`src/hdl/rdms_ram.sv`:
```
// Generic simple dual-port RAM: one write port, one read port, registered read.
// No dependencies.
`default_nettype none
module rdms_ram #(
	parameter int WIDTH = 1,
	parameter int DEPTH = 1024
) (
	input  wire logic                     clk,
	input  wire logic                     we,
	input  wire logic [$clog2(DEPTH)-1:0] waddr,
	input  wire logic [WIDTH-1:0]         wdata,
	input  wire logic [$clog2(DEPTH)-1:0] raddr,
	output logic      [WIDTH-1:0]         rdata
);

	logic [WIDTH-1:0] mem_q [DEPTH];

	always_ff @(posedge clk) begin
		if (we) begin
			mem_q[waddr] <= wdata;
		end
		rdata <= mem_q[raddr];
	end

endmodule
`default_nettype wire

```
`config.mk`:
```
export PLATFORM = sky130hd
export DESIGN_NAME = rdms_ram
export DESIGN_NICKNAME = d
export VERILOG_FILES = /design/src/hdl/rdms_ram.sv
export SDC_FILE = /design/constraint.sdc
export NUM_CORES = 1
export LEC_CHECK = 0
export CORE_ASPECT_RATIO = 1.2
export CORE_MARGIN = 2
export CORE_UTILIZATION = 55
export CTS_BUF_LIST = sky130_fd_sc_hd__clkbuf_2 sky130_fd_sc_hd__clkbuf_4 sky130_fd_sc_hd__clkbuf_8
export DETAILED_ROUTE_END_ITERATION = 8
export DONT_BUFFER_PORTS = 1
export PLACE_DENSITY = 0.69
export RECOVER_POWER = 25
export REMOVE_ABC_BUFFERS = 1
export SKIP_LAST_GASP = 1
export SYNTH_ARGS = -nofsm -noshare
export SYNTH_HDL_FRONTEND = slang
export SYNTH_SLANG_ARGS = --single-unit
```
`constraint.sdc`:
```
create_clock -name clk -period 4.2 [get_ports clk]
set_input_delay 0.63 -clock clk [delete_from_list [all_inputs] [get_ports clk]]
set_output_delay 0.63 -clock clk [all_outputs]
set_load 0.03 [all_outputs]
```
== After elaboration in Yosys (flattened, before gate mapping) ==
Memories as Yosys holds them, arrays and structs flattened. A register that Yosys moved wholly into a read port is not among the register bits.
Index checks and enable logic that the tools add are counted.

* Flip-flop bits (word level): 0
* Bits in writable memories: 1024
* Output and inout port bits: 1
* Logic and storage cells: 3
* Memories: 1

{| class="wikitable"
|+ Memories
! name !! depth !! bits a word !! read ports !! clocked after Yosys merged registers in !! wr ports !! RTL line !! source
|-
| mem_q || 1024 || 1 || 1 || 1 || 1 || 16 || <nowiki>logic [WIDTH-1:0] mem_q [DEPTH];</nowiki>
|}

* Multiplexer cells: 2

{| class="wikitable"
|+ Operators with widths
! kind !! count
|-
| 2-to-1 mux 1 bit || 2
|}

== Depth between registers and ports, before layout ==
Gate-level depths: netlist of the first run.

* Depth after elaboration: 2
* Mapped depth: 15
* Depth with buffers taken out: 8

== Worst setup path after synthesis of the first run ==
OpenSTA, ideal clock, no wires.

* Kind: input port to flip-flop
* Start: input port raddr[0]
* End: register rdata (read register of mem_q)
* Arrival: 2.767 ns
* Data required time: 4.063 ns
* Path slack: 1.296 ns
* Cell stages on the path: 10
* Buffers on the path: 4
* Path through: buf_6 > buf_12 > buf_12 > buf_2 > mux4_2 > mux4_2 > a211oi_1 > nor2_1 > o311ai_1 > o2111ai_1

{| class="wikitable"
|+ RTL lines
! what !! RTL line !! source
|-
| from (decl) || 12 || <nowiki>input wire logic [$clog2(DEPTH)-1:0] raddr,</nowiki>
|-
| to (decl) || 13 || <nowiki>output logic [WIDTH-1:0] rdata</nowiki>
|}

==> run metrics, run 1 <==
slowest CP cell mux4_2; PostCTS Resize Cnt 0; post-layout min period 3.27 ns; routability cong. 0.851; CP max FO 302; worst-case clock skew 0.0448 ns; Crit Path Class in -> reg; Skew-Pair Late Insertion Delay 0.83 ns; Antenna Nets Post-Route 0; drc violations 0; ranking of synthesized cells by area edfxtp_1, mux4_2, nor2_1; CORE AREA 80400 µm²; chip width 264 µm; Synth cell types 56; worst slew pin tran 3.79 ns; final hold slack 0.0714 ns; Top Family by Delay on Critical Path multiplexers; Async S/R FF share, synth 0; Final Core Density 0.602; Initial DRC Count 4497; most used cell, CP mux4_2; syn_area_per_cell 14.3 µm²; register bit count reported by yosys 1025; Max Root-Sink Buffers 3; H-tree levels 4; top_reg_cell synth edfxtp_1; outcome finished with violations; reg2reg end rdata; layout cells sized above 1 0.178; Final HPWL DP 60000 µm; Final Cycle Share 0.778; Final nets 3078; Hold Path Class in -> reg; Vias 27.2k; global-route usage over all layers 0.288; Die Y-Extent 316 µm; CP Buf/Inv Count 0; pwr/cell area 419 nW/µm²; Levels on crit path 7; crit path capture rdata; FF/Latch Area 30800 µm²; Yosys top cell area share 0.689; worst reg2reg path startpoint mem_q[831]; Final Hold Fails 0; drt via density 6.45; num ports 24; Cell Rows 114; first-pass GRT wire length 174000 µm; GRT overflow 0; CP Cell Sequence mux4_2 > mux4_2 > nor2b_1 > a31oi_1 > a311oi_1 > nor4_1 > o2111ai_1; Slew HR -1.53; Finished Layout Cells 4219; Peak VDD IR 309 µV; Mapped Area 44700 µm²; Crit path arrival time 3.96 ns; final slew viol count 870; Max Clock Freq 306 MHz; LEAKAGE 14.4 nW; Crit. Startpoint raddr[0]; Yosys top cell by area edfxtp_1; crit path launch type input pin; Max-Cap Viols 0; largest net degree at the start of global routing 1025; Worst-path clk slew 0.07 ns; worst endpoint required time 4.90 ns; final wirelength 119000 µm; RSZ-0062 raised after global routing false; CP endpoint kind flop; DR pass1 iterations 6; starting density of the core 0.555; fillers 6145; synthesized instance count 3112; Synth-to-Final Area Change 8.42%; initial antenna violation count 2; r2r setup slk 1.39 ns; Pwr Total 20.3 mW; TritonCTS clock tree built; number of placed instances, taps included 3937; die area 83500 µm²; # setup viols final 0; failing checks max-slew violations; r2r worst-path depth 8; Sinks on Clock Net 1025; Max stage delay on crit path 0.98 ns; number of global-route vias before repair 27.4k; Fin Setup TNS 0 ns; CTS Buf Count 158; Post-synth EDFFs 1024; Multi-input gate area 12600 µm²; YS warnings 0; CTS root buffer clkbuf_8; register area share after synthesis 0.689; buffers added on ports 0; routed length per instance 28.2 µm
sequential cells by signal, summed over array words and instances (netlist names):
signal	flops
mem_q	1024
rdata	1
kinds of logic after synthesis:
family,count (synthesis),share of synthesized area
mux,340,0.137
compound gates,178,0.0283
simple gates,1260,0.112
flops,1025,0.689
buf+inv,309,0.0330
what timing repair did:
item,CTS,global route
hold buffers,2,0
buffers inserted,0,0
hold endpoints to repair,2,0
worst min path at each step:
stage          cells past startpoint  startpoint         end  slack (ns)
3_5_place_dp                       1    raddr[6]       rdata        0.82
6_report                           0       wdata  mem_q[556]        0.07
5_1_grt                            0       wdata  mem_q[558]        0.01
4_1_cts                            2          we  mem_q[820]        0.02
3_3_place_gp                       1    raddr[6]       rdata        0.81
2_1_floorplan                      0       wdata    mem_q[0]        0.73
metal layers:
layer	vias to the layer above	part of all wire	wire, µm	GRT usage
li1	11384	-	-	-
met1	13974	0.36	42300	0.368
met2	1557	0.50	59200	0.482
met3	305	0.11	12600	0.0644
met4	2	0.039	4610	0.121
met5	-	0.00011	13	0
synthesized netlist by cell type, drive strengths merged, types with 2 or more instances:
cell,n
nor2,1036
edfxtp,1024
mux4,214
clkbuf,189
mux2i,123
buf,114
nand2,86
o221ai,49
a21oi,37
nand3,37
nor3,37
o22ai,28
a22oi,17
o21ai,13
nor2b,11
nand4,10
nand2b,8
nor3b,8
a2111oi,6
and2,6
nor4,5
a211oi,4
a22o,4
a31oi,4
and3,4
inv,4
a311oi,3
and3b,3
mux2,3
a221oi,2
and4,2
clkinv,2
o2111ai,2
o311ai,2
o31a,2
or2,2
or3b,2
stage by stage:
step	worst slack (ns)	area, µm²
floorplan	1.19	43200
global placement	0.995	45300
detailed placement	0.940	45300
CTS	1.40	48400
global route	1.23	48400
finish	0.933	48400
layout make-up:
cell class	count	area share
inverters	6	0.000465
clock buffers	205	0.0527
well taps	1044	0.0270
clock inverters	74	0.0107
flip-flops and latches	1025	0.636
diodes	1	0.0000517
multi-input cells	1778	0.259
repair buffers	86	0.0142
cells in the final DEF (no fill, tap or decap), types with 17 or more instances in the layout:
cell type,synthesis,layout
o22ai_1,28,28
clkbuf_4,3,43
o221ai_1,49,49
edfxtp_1,1024,1024
nand2_1,86,80
a22oi_1,17,17
clkinv_1,2,41
nor3_1,37,37
mux4_2,200,200
buf_4,13,81
a21oi_1,37,37
nand3_2,0,24
mux2i_1,123,123
nor2_1,1036,1036
clkbuf_8,0,162
power breakdown:
group | internal [mW] | switching, mW
clock network | 4.34 | 3.89
registers | 11.3 | 0.00833
logic | 0.343 | 0.397
total | 16.0 | 4.29
(Power assumes the default switching activity.)
==> run 2: changes to the inputs <==
PLACE_DENSITY = 0.72   (was 0.69)
clock period = 3 ns   (was 4.2 ns; I/O delays follow)
==> run 2 against run 1 <==
The run ends with max-capacitance violations, max-slew violations left. Worst hold slack lost 0.016 ns. Largest power group unchanged. Largest cell class unchanged. Total power is 39% higher. Utilization up 0.50 points. Final cell count grew 1.0%. Critical path type is now reg -> reg. Die area unchanged. Global-route usage shrank 0.67 points. Sequential power rose by 40%. Clock skew shrank 0.016 ns. Sequential cell count stayed put. Via count grew 0.42%.
==> run metrics, run 2 (synthesis gave the netlist of run 1 again) <==
CORE AREA 80400 µm² (unchanged); CTS root buffer clkbuf_8 (unchanged); Sinks on Clock Net 1025 (unchanged); Final Cycle Share 0.920; FF/Latch Area 30800 µm² (unchanged); Final nets 3117 (was 3078); fillers 6042 (was 6145); die area 83500 µm² (unchanged); Worst-path clk slew 0.06 ns (was 0.07 ns); # setup viols final 0 (unchanged); worst slew pin tran 3.63 ns (was 3.79 ns); buffers added on ports 0 (unchanged); final slew viol count 853 (was 870); r2r worst-path depth 9 (was 8); register share of total power 0.563 (was 0.558); Final Hold Fails 0 (unchanged); CP Buf/Inv Count 1 (was 0); Most flops, register mem_q (unchanged); drc violations 0 (unchanged); commonest non-fill, non-tap cell in the layout nor2_1 (unchanged); Regs by FF count mem_q: 1024 flops, rdata: 1 flops (unchanged); number of global-route vias before repair 27.4k (about the same); Net Sw Frac 0.209 (was 0.212); Gate power share 0.038 (was 0.036); Die Y-Extent 316 µm (unchanged); TritonCTS clock tree built (unchanged); Max Clock Freq 362 MHz; crit path launch type flop (was input pin); final wirelength 116000 µm (was 119000 µm); post-layout min period 2.76 ns; initial antenna violation count 1 (was 2); Cell Area, Placed 45700 µm² (was 45300 µm²); failing checks max-capacitance violations, max-slew violations (was max-slew violations); CTS Buf Count 158 (unchanged); Net Sw Power 5.86 mW (was 4.29 mW); Skew-Pair Late Insertion Delay 0.82 ns (was 0.83 ns); max reg flops 1024 (unchanged); routability cong. 0.811 (was 0.851); worst endpoint required time 3.69 ns (was 4.90 ns); worst-case clock skew 0.0285 ns (was 0.0448 ns); Max Root-Sink Buffers 3 (unchanged); LEAKAGE 14.7 nW (was 14.4 nW); Initial DRC Count 4091 (was 4497); Peak VDD IR 395 µV (was 309 µV); chip width 264 µm (unchanged); RSZ-0062 raised after global routing false (unchanged); GRT overflow 0 (unchanged); outcome finished with violations (unchanged); Synth-to-Final Area Change 9.32% (was 8.42%); hold path cells 2 (was 0); Slew HR -1.42 (was -1.53); Hold Path Class in -> reg (unchanged); layout cells sized above 1 0.186 (was 0.178); Max stage delay on crit path 0.50 ns (was 0.98 ns); Max-Cap Viols 2 (was 0); Vias 27.3k (was 27.2k); Crit path arrival time 3.45 ns (was 3.96 ns); most used cell, CP mux4_2 (unchanged); drt via density 6.41 (was 6.45); Top Family by Delay on Critical Path multiplexers (unchanged); CP max FO 2 (was 302); DR pass1 iterations 5 (was 6); H-tree levels 4 (unchanged); number of placed instances, taps included 3967 (was 3937); Antenna Nets Post-Route 0 (unchanged); Levels on crit path 9 (was 7); commonest non-fill, non-tap cells in the layout nor2_1, edfxtp_1, mux4_2, clkbuf_8, mux2i_1 (unchanged); routed length per instance 27.3 µm (was 28.2 µm); global-route usage over all layers 0.282 (was 0.288); fin area 48800 µm² (was 48400 µm²); Finished Layout Cells 4262 (was 4219); Final HPWL DP 59200 µm (was 60000 µm); Clk pwr share 0.399 (was 0.406); Multi-input gate area 12600 µm² (about the same); Crit Path Class reg -> reg (was in -> reg); Int Pwr 22.3 mW (was 16.0 mW); slowest CP cell mux4_2 (unchanged); starting density of the core 0.555 (unchanged); CP endpoint kind flop (unchanged); pwr/cell area 576 nW/µm² (was 419 nW/µm²); r2r setup slk 0.24 ns (was 1.39 ns); largest net degree at the start of global routing 960 (was 1025); num ports 24 (unchanged); CP Cell Sequence mux4_2 > mux4_2 > mux2i_1 > o21ai_0 > nor2_1 > buf_4 > nor3_1 > nor4_1 > o2111ai_1 (was mux4_2 > mux4_2 > nor2b_1 > a31oi_1 > a311oi_1 > nor4_1 > o2111ai_1); first-pass GRT wire length 171000 µm (was 174000 µm); Cell Rows 114 (unchanged)
run 2: cell count changes in the layout (fill, tap and decap cells not counted), moves of 5 or more:
cell	change
buf_12	+12
clkbuf_8	+6
clkbuf_4	+14
dlygate4sd3_1	+8
bufinv_16	-5
buf_4	+18
run 2: per-stage QoR:
step / util / setup TNS (ns) / power, mW / hold WS, ns / setup WS, ns
6_report: 0.607 / 0 / 28.1 / 0.0553 / 0.239
5_1_grt: 0.607 / 0 / 28.8 / 0.0346 / 0.222
4_1_cts: 0.607 / 0 / 28.2 / 0.00407 / 0.227
3_5_place_dp: 0.568 / -0.0231 / 17.1 / 0.632 / -0.0231
3_3_place_gp: 0.568 / -0.0693 / 17.1 / 0.633 / -0.0693
2_1_floorplan: - / 0 / 16.7 / 0.549 / 0.171
run 2: what timing repair did:
item,4_1_cts,5_1_grt
setup buffers,0,0
endpoints found under the setup margin,0,0
resized for setup,0,0
endpoints found under the hold margin,90,0
hold buffers,11,0
run 2: routing by layer:
metal / GRT usage / part of all wire / vias up
li1: - / - / 11467
met3: 0.0676 / 0.12 / 328
met2: 0.460 / 0.49 / 1725
met4: 0.132 / 0.046 / 0
met5: 0 / 0 / -
met1: 0.360 / 0.35 / 13817
run 2: power groups by stage:
| stage | clock network, mW | registers (mW) | logic, mW |
|---|---|---|---|
| finish | 11.2 | 15.8 | 1.07 |
| global route | 11.9 | 15.8 | 1.11 |
| CTS | 11.3 | 15.8 | 1.06 |
| detailed placement | 0 | 16.1 | 1.03 |
| global placement | 0 | 16.1 | 1.02 |
| floorplan | 0 | 16.1 | 0.664 |
run 2: final cells by class:
type / count / share of cell area
antenna: 1 / 0.0000513
clock buffer: 225 / 0.0561
clock inverter: 58 / 0.00569
inverter: 6 / 0.000461
multi-input combinational: 1778 / 0.257
sequential: 1025 / 0.630
tap: 1044 / 0.0268
timing repair buffer: 125 / 0.0235
run 2: final timing paths:
check | startpoint | end
worst max-delay path | mem_q[279] | rdata
worst min-delay path | waddr[4] | mem_q[690]
worst min register to register | mem_q[928] | rdata
worst max register to register | mem_q[279] | rdata
